### src/tga_rle_pkg.sv
`timescale 1ns / 1ps

package tga_rle_pkg;

    localparam int BYTE_W     = 8;
    localparam int CFG_IDX_W  = 2;
    localparam int CFG_DATA_W = 13;
    localparam int DIM_REG_W  = 13;
    localparam int PB_REG_W   = 3;

    localparam int MAX_DIM_DEF = 4096;

    // Register indexes on the configuration port.
    localparam logic [CFG_IDX_W-1:0] REG_IMAGE_WIDTH  = 2'd0;
    localparam logic [CFG_IDX_W-1:0] REG_IMAGE_HEIGHT = 2'd1;
    localparam logic [CFG_IDX_W-1:0] REG_PIXEL_BYTES  = 2'd2;
    localparam logic [CFG_IDX_W-1:0] REG_RLE_ENABLE   = 2'd3;

    localparam logic [DIM_REG_W-1:0] IMAGE_WIDTH_RST  = 13'd256;
    localparam logic [DIM_REG_W-1:0] IMAGE_HEIGHT_RST = 13'd256;
    localparam logic [PB_REG_W-1:0]  PIXEL_BYTES_RST  = 3'd4;
    localparam logic                 RLE_ENABLE_RST   = 1'b1;

    // Stored pixel formats by byte count.
    localparam logic [PB_REG_W-1:0] PB_GRAY  = 3'd1;
    localparam logic [PB_REG_W-1:0] PB_1555  = 3'd2;
    localparam logic [PB_REG_W-1:0] PB_BGR   = 3'd3;
    localparam logic [PB_REG_W-1:0] PB_BGRA  = 3'd4;

    localparam logic [BYTE_W-1:0] ALPHA_OPAQUE = 8'hFF;
    localparam logic [BYTE_W-1:0] MAX_REPEAT   = 8'd128;

    typedef struct packed {
        logic [BYTE_W-1:0] red;
        logic [BYTE_W-1:0] green;
        logic [BYTE_W-1:0] blue;
        logic [BYTE_W-1:0] alpha;
        logic [BYTE_W-1:0] repeat_res;
        logic              last_of_image;
        logic              overrun;
    } pix_res_t;

endpackage

### src/tga_rle_pixel_decoder.sv
`timescale 1ns / 1ps
// A byte that completes a pixel has its result word registered into the output stage
// and shown on m_valid; header bytes and partial pixel bytes give no result.
// Throughput: one byte per cycle while s_ready is high; a two-entry output stage
// (register plus skid) keeps taking bytes while one result waits on m_ready.
// Reset (aresetn low, synchronous) restores the default registers; after reset and after
// every configuration write, s_ready stays low while the pixel count loads.
module tga_rle_pixel_decoder #(
    parameter int MAX_DIM = tga_rle_pkg::MAX_DIM_DEF
) (
    input  logic                                aclk,
    input  logic                                aresetn,
    input  logic                                cfg_valid,
    output logic                                cfg_ready,
    input  logic [tga_rle_pkg::CFG_IDX_W-1:0]   cfg_index,
    input  logic [tga_rle_pkg::CFG_DATA_W-1:0]  cfg_data,
    input  logic                                s_valid,
    output logic                                s_ready,
    input  logic [tga_rle_pkg::BYTE_W-1:0]      s_data_byte,
    output logic                                m_valid,
    input  logic                                m_ready,
    output logic [tga_rle_pkg::BYTE_W-1:0]      m_red,
    output logic [tga_rle_pkg::BYTE_W-1:0]      m_green,
    output logic [tga_rle_pkg::BYTE_W-1:0]      m_blue,
    output logic [tga_rle_pkg::BYTE_W-1:0]      m_alpha,
    output logic [tga_rle_pkg::BYTE_W-1:0]      m_repeat_res,
    output logic                                m_last_of_image,
    output logic                                m_overrun
);
    import tga_rle_pkg::*;

    localparam int DIM_MAX_EFF = (MAX_DIM < 8191) ? MAX_DIM : 8191;
    localparam int DW          = $clog2(DIM_MAX_EFF + 1);
    localparam int PIX_W       = $clog2(DIM_MAX_EFF * DIM_MAX_EFF + 1);
    localparam int CNT_W       = (PIX_W > BYTE_W) ? PIX_W : BYTE_W;

    logic [DIM_REG_W-1:0] image_width_reg;
    logic [DIM_REG_W-1:0] image_height_reg;
    logic [PB_REG_W-1:0]  pixel_bytes_reg;
    logic                 rle_enable_reg;
    logic                 reload_reg;

    logic                 expect_header_reg, expect_header_next;
    logic [1:0]           byte_slot_reg, byte_slot_next;
    logic [23:0]          held_bytes_reg, held_bytes_next;
    logic                 run_is_repeat_reg, run_is_repeat_next;
    logic [BYTE_W-1:0]    packet_left_reg, packet_left_next;
    logic [PIX_W-1:0]     pixels_left_reg, pixels_left_next;

    pix_res_t out_reg, out_next, skid_reg, res;
    logic     out_valid_reg, out_valid_next, skid_valid_reg, skid_valid_next;
    logic     res_valid;

    logic [DW-1:0]        width_c, height_c;
    logic [PIX_W-1:0]     image_pixels;
    logic [PB_REG_W-1:0]  pb_eff;
    logic                 fire;

    assign cfg_ready = 1'b1;
    assign s_ready   = !reload_reg && !skid_valid_reg;
    assign fire      = s_valid && s_ready;

    // Register file; every write reloads the image on the following cycle.
    always_ff @(posedge aclk) begin
        if (!aresetn) begin
            image_width_reg  <= IMAGE_WIDTH_RST;
            image_height_reg <= IMAGE_HEIGHT_RST;
            pixel_bytes_reg  <= PIXEL_BYTES_RST;
            rle_enable_reg   <= RLE_ENABLE_RST;
            reload_reg       <= 1'b1;
        end else begin
            reload_reg <= cfg_valid;
            if (cfg_valid) begin
                unique case (cfg_index)
                    REG_IMAGE_WIDTH:  image_width_reg  <= cfg_data[DIM_REG_W-1:0];
                    REG_IMAGE_HEIGHT: image_height_reg <= cfg_data[DIM_REG_W-1:0];
                    REG_PIXEL_BYTES:  pixel_bytes_reg  <= cfg_data[PB_REG_W-1:0];
                    REG_RLE_ENABLE:   rle_enable_reg   <= cfg_data[0];
                endcase
            end
        end
    end

    always_comb begin
        if (image_width_reg == '0) begin
            width_c = DW'(1);
        end else if (int'(image_width_reg) > DIM_MAX_EFF) begin
            width_c = DW'(DIM_MAX_EFF);
        end else begin
            width_c = DW'(image_width_reg);
        end
        if (image_height_reg == '0) begin
            height_c = DW'(1);
        end else if (int'(image_height_reg) > DIM_MAX_EFF) begin
            height_c = DW'(DIM_MAX_EFF);
        end else begin
            height_c = DW'(image_height_reg);
        end
        image_pixels = PIX_W'({{DW{1'b0}}, width_c} * {{DW{1'b0}}, height_c});
    end

    always_comb begin
        if (pixel_bytes_reg == '0) begin
            pb_eff = PB_GRAY;
        end else if (pixel_bytes_reg > PB_BGRA) begin
            pb_eff = PB_BGRA;
        end else begin
            pb_eff = pixel_bytes_reg;
        end
    end

    // Per-byte decode: header, partial pixel, or completed pixel.
    always_comb begin
        logic [15:0]      v1555;
        logic [CNT_W-1:0] left_w, pk_w, rep_w, left_after;
        logic [BYTE_W-1:0] pk_dec;

        expect_header_next = expect_header_reg;
        byte_slot_next     = byte_slot_reg;
        held_bytes_next    = held_bytes_reg;
        run_is_repeat_next = run_is_repeat_reg;
        packet_left_next   = packet_left_reg;
        pixels_left_next   = pixels_left_reg;
        res                = '0;
        res_valid          = 1'b0;
        v1555              = {s_data_byte, held_bytes_reg[7:0]};
        left_w             = CNT_W'(pixels_left_reg);
        pk_w               = CNT_W'(packet_left_reg);
        rep_w              = '0;
        left_after         = '0;
        pk_dec             = packet_left_reg - 8'd1;

        if (expect_header_reg) begin
            packet_left_next   = {1'b0, s_data_byte[6:0]} + 8'd1;
            run_is_repeat_next = s_data_byte[7];
            expect_header_next = 1'b0;
            byte_slot_next     = '0;
            held_bytes_next    = '0;
        end else if (({1'b0, byte_slot_reg} + 3'd1) < pb_eff) begin
            unique case (byte_slot_reg)
                2'd0:    held_bytes_next = held_bytes_reg | {16'd0, s_data_byte};
                2'd1:    held_bytes_next = held_bytes_reg | {8'd0, s_data_byte, 8'd0};
                2'd2:    held_bytes_next = held_bytes_reg | {s_data_byte, 16'd0};
                default: held_bytes_next = held_bytes_reg;
            endcase
            byte_slot_next = byte_slot_reg + 2'd1;
        end else begin
            res_valid = 1'b1;
            unique case (pb_eff)
                PB_GRAY: begin
                    res.red   = s_data_byte;
                    res.alpha = ALPHA_OPAQUE;
                end
                PB_1555: begin
                    res.red   = {v1555[14:10], 3'b000};
                    res.green = {v1555[9:5], 3'b000};
                    res.blue  = {v1555[4:0], 3'b000};
                    res.alpha = v1555[15] ? ALPHA_OPAQUE : '0;
                end
                PB_BGR: begin
                    res.red   = s_data_byte;
                    res.green = held_bytes_reg[15:8];
                    res.blue  = held_bytes_reg[7:0];
                    res.alpha = ALPHA_OPAQUE;
                end
                default: begin
                    res.red   = held_bytes_reg[23:16];
                    res.green = held_bytes_reg[15:8];
                    res.blue  = held_bytes_reg[7:0];
                    res.alpha = s_data_byte;
                end
            endcase
            byte_slot_next  = '0;
            held_bytes_next = '0;

            if (!rle_enable_reg) begin
                rep_w = CNT_W'(1);
            end else if (run_is_repeat_reg) begin
                // A run longer than what is left of the image is clipped.
                if (pk_w > left_w) begin
                    rep_w       = left_w;
                    res.overrun = 1'b1;
                end else begin
                    rep_w = pk_w;
                end
                packet_left_next   = '0;
                expect_header_next = 1'b1;
            end else begin
                rep_w              = CNT_W'(1);
                packet_left_next   = pk_dec;
                expect_header_next = (pk_dec == '0);
            end
            left_after       = left_w - rep_w;
            pixels_left_next = PIX_W'(left_after);
            res.repeat_res   = rep_w[BYTE_W-1:0];
            if (rle_enable_reg && !run_is_repeat_reg && left_after == '0 && pk_dec != '0) begin
                res.overrun = 1'b1;
            end
            if (left_after == '0) begin
                res.last_of_image  = 1'b1;
                pixels_left_next   = image_pixels;
                expect_header_next = rle_enable_reg;
                run_is_repeat_next = 1'b0;
                packet_left_next   = '0;
            end
        end
    end

    always_ff @(posedge aclk) begin
        if (!aresetn) begin
            expect_header_reg <= RLE_ENABLE_RST;
            byte_slot_reg     <= '0;
            held_bytes_reg    <= '0;
            run_is_repeat_reg <= 1'b0;
            packet_left_reg   <= '0;
        end else if (reload_reg) begin
            expect_header_reg <= rle_enable_reg;
            byte_slot_reg     <= '0;
            held_bytes_reg    <= '0;
            run_is_repeat_reg <= 1'b0;
            packet_left_reg   <= '0;
            pixels_left_reg   <= image_pixels;
        end else if (fire) begin
            expect_header_reg <= expect_header_next;
            byte_slot_reg     <= byte_slot_next;
            held_bytes_reg    <= held_bytes_next;
            run_is_repeat_reg <= run_is_repeat_next;
            packet_left_reg   <= packet_left_next;
            pixels_left_reg   <= pixels_left_next;
        end
    end

    // Output register with a skid stage behind it.
    always_comb begin
        out_next        = out_reg;
        out_valid_next  = out_valid_reg;
        skid_valid_next = skid_valid_reg;
        if (!out_valid_reg || m_ready) begin
            if (skid_valid_reg) begin
                out_next        = skid_reg;
                out_valid_next  = 1'b1;
                skid_valid_next = 1'b0;
            end else begin
                out_next       = res;
                out_valid_next = fire && res_valid;
            end
        end else if (fire && res_valid) begin
            skid_valid_next = 1'b1;
        end
    end

    always_ff @(posedge aclk) begin
        if (!aresetn) begin
            out_valid_reg  <= 1'b0;
            skid_valid_reg <= 1'b0;
        end else begin
            out_valid_reg  <= out_valid_next;
            skid_valid_reg <= skid_valid_next;
        end
        out_reg <= out_next;
        if (out_valid_reg && !m_ready && fire && res_valid) begin
            skid_reg <= res;
        end
    end

    assign m_valid         = out_valid_reg;
    assign m_red           = out_reg.red;
    assign m_green         = out_reg.green;
    assign m_blue          = out_reg.blue;
    assign m_alpha         = out_reg.alpha;
    assign m_repeat_res    = out_reg.repeat_res;
    assign m_last_of_image = out_reg.last_of_image;
    assign m_overrun       = out_reg.overrun;

endmodule

### config.mk
export PLATFORM = sky130hd
export DESIGN_NAME = tga_rle_pixel_decoder
export DESIGN_NICKNAME = d
export VERILOG_FILES = /design/src/tga_rle_pkg.sv /design/src/tga_rle_pixel_decoder.sv
export SDC_FILE = /design/constraint.sdc
export NUM_CORES = 1
export LEC_CHECK = 0
export BUFFER_PORTS_ARGS = -buffer_cell sky130_fd_sc_hd__buf_2
export CAP_MARGIN = 20
export CORE_ASPECT_RATIO = 0.9
export CORE_MARGIN = 4
export CORE_UTILIZATION = 44
export CTS_CLUSTER_SIZE = 16
export DETAILED_ROUTE_END_ITERATION = 10
export GPL_ROUTABILITY_DRIVEN = 0
export SLEW_MARGIN = 10
export SYNTH_ARGS = -nofsm -noshare
export SYNTH_HDL_FRONTEND = slang
export SYNTH_SLANG_ARGS = --single-unit
### constraint.sdc
create_clock -name aclk -period 6.1 [get_ports aclk]
set_input_delay 0.305 -clock aclk [delete_from_list [all_inputs] [get_ports aclk]]
set_output_delay 0.305 -clock aclk [all_outputs]
set_load 0.005 [all_outputs]
# Word level (Yosys, flattened, before mapping)
# Index checks and enable logic that the tools add are counted.
# W data, S select, Z words.
# word_totals
regBits	178
input_bits	28
out_inout_bits	45
wordCells	142
# classes
addsub	5
n_mul	1
magnitude_cmp	5
eq_ne	12
muxes	51
bitwise_logic	4
reduce_logical	37
# op_table
cell	count
$mux W25	10
$mux W42	3
$pmux W24 S3	1
$mux W13	4
$mux W24	2
$mux W8	6
$pmux W16 S2	1
$pmux W8 S2	2
$gt A13 B13 Y1 const B	2
$logic_not A13 Y1	2
$gt A8 B25 Y1	1
$logic_not A25 Y1	1
$mul A13 B13 Y25	1
$sub A25 B25 Y25	1
$or A24 B16 Y24	1
$or A24 B24 Y24	1
$or A24 B8 Y24	1
$mux W1	18
$reduce_and A2 Y1	5
$logic_and A1 B1 Y1	9
$add A7 B1 Y8 const B	1
$logic_not A8 Y1	1
$reduce_bool A8 Y1	1
$sub A8 B1 Y8 const B	1
other kinds (22)	39

# Depth between registers and ports, before layout
# Gate-level depths: netlist of the first run.
# depth
ltp_word	14
mapped_depth	26
depth_no_buf	25

# Worst setup path after synthesis of the first run
# Ideal clock, no wire load.
# synth_timing
path_type	reg2reg
start	register image_width_reg[12]
end	register pixels_left_reg[24] (data pin)
setup_time_ns	0.266
arrival_ns	5.955
path_slack_ns	-0.121
path_stages_with_launch	26
n_path_buf	2
period_less_slack_ns	6.221
cell_sequence	dfxtp_1 clkbuf_1 inv_1 clkbuf_1 nand2_1 nor2_1 fa_1 inv_1 fa_1 inv_1 fa_1 fa_1 inv_1 fa_1 inv_1 ha_1 a211o_1 nor2_1 a21oi_1 a41oi_1 o2bb2ai_1 o21ai_0 a41o_1 o41a_1 xnor2_1 o22ai_1
# synth_between
elab_chain_cells	9
elab_cells_between_ends	10
classes_between	mul: 1; order compare: 1; mux: 7; reduce/logical: 1
# synth_lines
item	line	source
start: declaration	tga_rle_pixel_decoder.sv:37	logic [DIM_REG_W-1:0] image_width_reg;
start signal: assignment	tga_rle_pixel_decoder.sv:75	REG_IMAGE_WIDTH: image_width_reg <= cfg_data[DIM_REG_W-1:0];
$gt A13 B13 Y1	tga_rle_pixel_decoder.sv:87	end else if (int'(image_width_reg) > DIM_MAX_EFF) begin
$mux W13	tga_rle_pixel_decoder.sv:87	
$mux W13 *	tga_rle_pixel_decoder.sv:85	if (image_width_reg == '0) begin
$mul A13 B13 Y25 *	tga_rle_pixel_decoder.sv:99	image_pixels = PIX_W'({{DW{1'b0}}, width_c} * {{DW{1'b0}}, height_c});
$mux W25	tga_rle_pixel_decoder.sv:199	if (left_after == '0) begin
$mux W25	tga_rle_pixel_decoder.sv:139	end else if (({1'b0, byte_slot_reg} + 3'd1) < pb_eff) begin
$mux W25	tga_rle_pixel_decoder.sv:133	if (expect_header_reg) begin
$mux W25	tga_rle_pixel_decoder.sv:223	end else if (fire) begin
$mux W25 *	tga_rle_pixel_decoder.sv:216	end else if (reload_reg) begin
end signal: assignment	tga_rle_pixel_decoder.sv:222	pixels_left_reg <= image_pixels;
end signal: assignment	tga_rle_pixel_decoder.sv:229	pixels_left_reg <= pixels_left_next;
end: declaration	tga_rle_pixel_decoder.sv:48	logic [PIX_W-1:0] pixels_left_reg, pixels_left_next;
# Mark *: on every way between the ends. The rest lies on a longest branch, timed or not. The select of a mux whose other input is x is not followed.
# A chain may end at the register's enable or synchronous reset.

# Final worst setup path of the first run
# layout_timing
start	register image_width_reg[5]
end	register pixels_left_reg[24] (data pin)
# Same word-level chain as after synthesis.

==> impl_summary.md, run 1 <==
Run status
The flow ran to the end, and the final reports show no timing, DRC or antenna violations.

Detailed routing
After detailed routing, the average wire length per cell comes to roughly 17 µm. Summed over all layers, the routed wires come to around 38000 µm. Detailed routing inserted a total of about 12k vias.

The number of vias per cell is about 5.3. The first detailed-routing pass ran for 5 iterations. The detail route stage leaves a number of antenna-violating nets equal to 0. The DRC violations left is 0. After the first detailed-routing iteration, the DRC count stood at around 810.

Floorplan
The die span in x is 204 µm. The initial standard-cell utilization of the core is 0.446. From bottom edge to top edge, the die measures approximately 180 µm. The core region is roughly 0.034 mm².

The overall die area is about 0.038 mm². For this design the top-level I/O count stands at 73. The site row count is 64.

Clock tree
The clock passes through at most 2 buffers. Buffers inserted during clock tree synthesis total 17. The H-tree was split into 4 levels. The sink count of the clock tree is ~180.

The later pin in the worst-skew pair is clocked with a latency of 0.45 ns. Clock tree synthesis selected as its root buffer the cell clkbuf_16. After clock tree synthesis, the clock-pin slew on the worst setup and hold paths is roughly 0.08 ns. The TritonCTS clock tree is built.

Setup path
The endpoint arrival time on the critical path is ~6.0 ns. The worst stage delay on the critical path is 0.54 ns. The critical path goes through nor4_4, a31oi_4, or2_4, nor2_4, fa_1, inv_1, fa_1, inv_1, ha_4, fa_1, inv_1, fa_1, inv_1, ha_4, a211o_1, nor2_2, a21oi_2, a41oi_2, o2bb2ai_2, o21ai_1, a41o_1, o41a_1, xnor2_1, o22ai_1. The count of buffer and inverter cells on the critical path is 4. The type of origin of the critical path is a flip-flop. Along the worst path, the maximum fanout reaches 4. The slowest cell on the critical path is fa_1. Data on the critical path is required at its endpoint by 6.28 ns. The worst setup path is captured at a flip-flop. The top cell family by delay on the critical path is adder cells. The critical setup path kind is reg -> reg.

Synth
The mapped netlist covers about 0.015 mm². By area the synthesized netlist is led by edfxtp_1, fa_1, dfxtp_1, ha_1, nand2_1. The portion of synthesized cell area occupied by the leading cell type is 0.216.

For this run, the leading register cell type out of synthesis is edfxtp_1. Dividing the synthesized area by the synthesized cell count gives 8.95 µm². The Yosys step of the flow raised 0 warnings. The cell type with the highest aggregate area in the netlist is edfxtp_1. For this run, asynchronously set or reset flops after synthesis account for 0. The number of distinct library cells after synthesis is 80. The number of enable flip-flop cells after synthesis is between 100 and 150. The register bit total from synthesis is about 180. Synthesis produced a netlist whose cell count is 1696. The sequential-to-total area share from yosys stat is 0.307.

Global route
Global routing finished with a remaining overflow of 0. The maximum number of pins on one net before global-route repair is 64. The initial antenna violation count came to 0.

The total global routing track utilization is 0.208. The first-pass GRT wire length is 63400 µm. The via count of the first global-routing pass is between 10k and 15k.

Layout
In the final layout, the share of cells above drive strength 1 is 0.163. The post-synthesis to final-layout area growth is 15.2%. The flip-flop count of the largest register after layout is 42. The leading cell type in the layout, fill and taps excluded is nand2_1. For this run, the post-layout net count is between 2k and 2.5k. The repair_antennas step left the layout with diodes totalling 0. The library cells used most frequently in the layout, excluding fill and tap cells, are nand2_1, inv_1, nor2_1. The post-route standard cell area excluding fillers is ~0.017 mm².

STA
For this run, the top clock speed supported by timing is roughly 170 MHz. The worst-case setup margin in the final layout is around 0.27 ns. Of the available clock period, the critical path in the final layout requires 0.956. The worst clock skew is 0.0166 ns.

The worst hold-check slack is 0.107 ns. The number of endpoints failing setup at the final stage is 0. The relative slew slack is 0.381. The final period demand of the worst path is slightly below 6 ns. The final count of pins violating max slew is 0. At the pin with the least slew margin, the transition time is roughly 0.93 ns. The number of hold violations in the final report is 0.

The summed negative setup slack over all endpoints is 0 ns.

Pwr
The leakage power is 7.75 nW. Dividing total power by cell area gives a power density of about 170 mW/mm². The overall power is roughly 3 mW. The worst-case IR drop observed on VDD is 0.171 mV.

Placement
The count of port buffers added during placement is around 70. OpenSTA, run right after detailed placement, puts the worst setup slack at -0.159 ns. The post-placement cell area is between 0.015 and 0.02 mm².

The placed wire-length estimate is about 30000 µm.

Flow run
The reported max-cap violation count is 0.

Min path
In this run the worst hold path is classified as in -> reg.
-- final cells by class --
type                    instances  area, µm²
fillers                      3180      16600
flip-flops and latches        178       4660
clock inverters                15        141
clock buffers                  17        425
well taps                     462        578
repair buffers                170       1130
multi-input cells            1251       9740
inverters                     213        800
-- cells by family (layout without fill, tap and decap cells) --
kind of cell	count (synthesis)	count (layout)	synth area share
DFF	178	178	0.307
adders and majority gates	230	230	0.250
buffers and inverters	285	415	0.0721
and+or+nand+nor	610	611	0.181
muxes	43	43	0.0310
xor gates and xnor gates	45	45	0.0265
other	1	17	0.000247
AOI/OAI and AO/OA	304	305	0.133
-- cell usage after synthesis (28+ instances only) --
library cell	n
nand2_1	242
inv_1	213
nor2_1	177
fa_1	121
edfxtp_1	109
ha_1	109
a21oi_1	97
dfxtp_1	69
clkbuf_1	59
o21ai_0	37
nor2b_1	33
mux2_2	32
nand2b_1	30
xnor2_1	30
nand3_1	29
a21boi_0	28
-- metal layers --
metal  vias up  wire length [µm]  GRT usage
met5         -                 0          0
li1       5937                 -          -
met2       278             18300      0.352
met1      5918             17700      0.288
met3        43              1770     0.0276
met4         0               573     0.0483
-- worst reg2reg max path, cell delays in order, from the launching register on --
cell and delay, ns:
dfxtp_4 0.37, nor4_4 0.36, a31oi_4 0.16, or2_4 0.32, nor2_4 0.12, fa_1 0.18
inv_1 0.06, fa_1 0.52, inv_1 0.06, ha_4 0.24, fa_1 0.54, inv_1 0.06
fa_1 0.52, inv_1 0.07, ha_4 0.25, a211o_1 0.32, nor2_2 0.13, a21oi_2 0.08
a41oi_2 0.23, o2bb2ai_2 0.15, o21ai_1 0.10, a41o_1 0.20, o41a_1 0.32, xnor2_1 0.14
o22ai_1 0.08
-- timing repair --
| action | 4_1_cts | 5_1_grt |
|---|---|---|
| gates resized for setup | 6 | 55 |
| buffers inserted | 0 | 3 |
| gates cloned | 0 | 2 |
| endpoints found under the setup margin | 4 | 34 |
| hold buffers | 0 | 0 |
| pin swaps | 0 | 14 |
-- path summary, 6_finish.rpt --
| path | cells after the start | startpoint | endpoint | slack [ns] |
|---|---|---|---|---|
| min reg2reg | 2 | held_bytes_reg[8]$_SDFFE_PP0P_ | held_bytes_reg[8]$_SDFFE_PP0P_ | 0.47 |
| max reg2reg | 24 | image_width_reg[5]$_SDFFE_PN0P_ | pixels_left_reg[24]$_DFFE_PP_ | 0.27 |
| max | 24 | image_width_reg[5]$_SDFFE_PN0P_ | pixels_left_reg[24]$_DFFE_PP_ | 0.27 |
| min | 3 | cfg_data[8] | image_height_reg[8]$_SDFFE_PN1P_ | 0.11 |
-- metrics by stage --
stage | instances | util
after floorplan | 1712 | -
after global placement | 2267 | 0.488
after detailed placement | 2268 | 0.488
after CTS | 2300 | 0.505
after global routing | 2306 | 0.513
final | 2306 | 0.513
-- where the power goes --
| part | total [mW] | leakage, nW | internal [mW] | switching (mW) |
|---|---|---|---|---|
| logic | 0.605 | 5.75 | 0.238 | 0.367 |
| registers | 1.32 | 1.74 | 1.30 | 0.0275 |
| clock network | 1.08 | 0.271 | 0.541 | 0.539 |
| total | 3.01 | 7.75 | 2.07 | 0.933 |
(Power assumes the default switching activity.)
==> run 2: changes to the inputs <==
==> constraint.sdc (replaced) <==
create_clock -name aclk -period 6.55 [get_ports aclk]
set_input_delay 0.3275 -clock aclk [delete_from_list [all_inputs] [get_ports aclk]]
set_output_delay 0.3275 -clock aclk [all_outputs]
set_load 0.005 [all_outputs]
==> impl_summary.md, run 2 (synthesized netlist as in run 1, its figures left out) <==
Setup path
The sort of element at the end of the critical path is a flip-flop. In this run the worst setup path terminates at pixels_left_reg[24]$_DFFE_PP_. The path length in cells of the critical path was 22 (-8.3%). The setup slack on the worst flop-to-flop path is 0.39 ns (+0.12 ns). The kind of cell with the highest combined delay along the critical path is adder cells. The type of origin of the critical path is a flip-flop.

The count of buffer and inverter cells on the critical path was 4 (unchanged). The critical setup path kind is reg -> reg. The biggest fanout along the worst timing path was 28 (+24).

The slowest stage of the critical path is the fa_1 cell. The cell with the most instances on the worst path is fa_1. The start point of the critical path is image_height_reg[12]$_SDFFE_PN0P_. The worst register-to-register path ends at pixels_left_reg[24]$_DFFE_PP_. The endpoint arrival time on the critical path is 6.34 ns (+0.33 ns). In this run the critical register-to-register path is launched from image_height_reg[12]$_SDFFE_PN0P_. The worst stage delay on the critical path is 0.53 ns (about the same). The required time at the worst-slack endpoint is 6.72 ns (+0.44 ns). The critical path goes through buf_4, nor2b_1, nand2_1, fa_1, fa_1, fa_1, inv_1, fa_1, inv_1, fa_1, inv_1, ha_1, a21boi_0, nor2_1, a21oi_1, a41oi_2, o2bb2ai_2, o21ai_0, a41o_1, o41a_1, xnor2_1, o22ai_1.

The path depth of the worst reg2reg path is 22 (-8.3%).

Detailed routing
The number of vias per cell is 5.32 (+0.79%). The DRC violations left came to 0 (unchanged). The violation count after the first detailed-route iteration came to 858 (+5.7%). The wire length reported by the detailed router came to 37000 µm (-3.4%). The length of the first detailed-routing pass in iterations is 5 (unchanged). The detailed-route wire length per cell was 16.5 µm (-0.79%). The remaining antenna violation count after routing was 0 (unchanged). The total number of vias is 11.9k (-1.9%).

Min path
The path class of the lowest-slack min-delay path is in -> reg. The worst hold path begins at cfg_data[8].

STA
The number of hold violations in the final report was 0 (unchanged). The worst clock skew is 0.0166 ns (-0.0000496 ns). The final count of pins violating max slew is 0 (unchanged). The final period demand of the worst path is 6.16 ns (+0.329 ns). The actual transition at the worst max-transition pin is 0.897 ns (-0.0326 ns).

Setup repair after global routing left no endpoint under its margin. The worst hold-check slack is 0.127 ns (+0.0196 ns). The share of the clock period used by the worst path after layout is 0.941 (-0.0155). The number of endpoints failing setup at the final stage was 0 (unchanged). The maximum operating frequency was 162 MHz (-5.3%).

The summed negative setup slack over all endpoints is 0 ns (unchanged). The relative slew slack is 0.395 (+0.0141).

Floorplan
The initial standard-cell utilization of the core is 0.446 (unchanged). The placeable core region is 0.0340 mm² (unchanged). The vertical extent of the die is 184 µm (unchanged).

The overall die area is 0.0375 mm² (unchanged). The top-level port count was 73 (unchanged). The site row count is 64 (unchanged). The die span in x is 204 µm (unchanged).

Placement
The placed wire-length estimate is 29300 µm (-2.7%). The count of port buffers added during placement came to 71 (unchanged). The post-placement cell area is 0.0162 mm² (-2.8%).

Global route
The total global routing track utilization is 0.204 (-0.00392). The initial antenna violation count is 0 (unchanged). The first-pass GRT wire length is 62100 µm (-2.1%). The maximum number of pins on one net before global-route repair is 64 (unchanged). The total grt overflow was 0 (unchanged).

The via count of the first global-routing pass is 12.0k (-1.8%).

Clock tree
The number of buffers created by CTS is 17 (unchanged). The maximum clock insertion buffer count is 2 (unchanged). The hold buffer count at CTS came to 0 (unchanged). The TritonCTS clock tree is built. The clock insertion delay at the later pin of the skew report was 0.44 ns (about the same). The root buffer cell is clkbuf_16. The H-tree depth is 4 (unchanged). The sink count of the clock tree is 178 (unchanged). The clock edge transition at the registers on the reported setup and hold paths is 0.07 ns (about the same).

Run status
The flow ran to the end, and the final reports show no timing, DRC or antenna violations.

Layout
The share of cells above drive strength 1 is 0.114 (-0.0483). The post-route standard cell area excluding fillers came to 0.0168 mm² (-3.7%). Leaving out fill and tap cells, the most frequent cells in the layout are nand2_1, inv_1, nor2_1. The leading cell type in the layout, fill and taps excluded is nand2_1. The final antenna diode count is 0 (unchanged). The end-of-flow core utilization came to 0.494 (-0.0192).

The net count reported at finish is 2028 (-2.9%). The flip-flop count of the largest register after layout was 42 (unchanged). The number of filler cells placed in the layout came to 3226 (+1.4%). The post-synthesis to final-layout area growth is 10.9%.

Pwr
The worst supply voltage drop on vdd is 0.148 mV (-14%). The power density over cell area is 166 mW/mm² (-3.7%). The leakage power is 7.43 nW (-4.2%).

Flow run
The reported max-cap violation count is 0 (unchanged).
run 2: layout make-up:
class | count | area, µm² | share of cell area
sequential | 178 | 4660 | 0.277
clock buffer | 17 | 425 | 0.0253
timing repair buffer | 111 | 663 | 0.0394
inverter | 213 | 800 | 0.0475
multi-input combinational | 1249 | 9530 | 0.567
clock inverter | 15 | 164 | 0.00974
tap | 462 | 578 | 0.0344
run 2: worst reg2reg max path: cells and delay by family (launching register included):
family,cells,cell delay (ns)
adder cells (fa/ha/maj),6,2.80
buffers and inverters,4,0.39
AO/OA/AOI/OAI,8,1.47
AND/OR/NAND/NOR,3,0.72
XOR/XNOR,1,0.17
flip-flops,1,0.33
run 2: metrics by stage:
stage	std cells	power [mW]	setup slack, ns
after floorplan	1712	1.62	0.329
after global placement	2209	1.76	0.120
after detailed placement	2209	1.76	0.0633
after CTS	2241	2.80	0.0290
after global routing	2245	2.93	0.0278
final	2245	2.79	0.386
run 2: worst min-delay path by stage:
| stage | end | slack, ns | cells past startpoint |
|---|---|---|---|
| 2_1_floorplan | held_bytes_reg[10]$_SDFFE_PP0P_ | 0.43 | 2 |
| 3_3_place_gp | held_bytes_reg[8]$_SDFFE_PP0P_ | 0.44 | 2 |
| 3_5_place_dp | held_bytes_reg[9]$_SDFFE_PP0P_ | 0.45 | 2 |
| 4_1_cts | image_width_reg[8]$_SDFFE_PN1P_ | 0.12 | 3 |
| 5_1_grt | image_width_reg[8]$_SDFFE_PN1P_ | 0.13 | 3 |
| 6_report | image_width_reg[8]$_SDFFE_PN1P_ | 0.13 | 3 |
run 2: routing by layer:
layer | track usage | part of all wire | up-vias
li1 | - | - | 5804
met1 | 0.283 | 0.46 | 5794
met2 | 0.344 | 0.48 | 306
met3 | 0.0267 | 0.049 | 44
met4 | 0.0483 | 0.017 | 0
met5 | 0 | 0 | -
run 2: power by group:
group,internal [mW],switching (mW)
Clock,0.542,0.496
Combinational,0.192,0.325
Sequential,1.21,0.0264
Total,1.94,0.847
run 2: repair_timing:
item	4_1_cts	5_1_grt
setup buffers	0	2
endpoints found under the setup margin	0	5
gates resized for setup	0	12
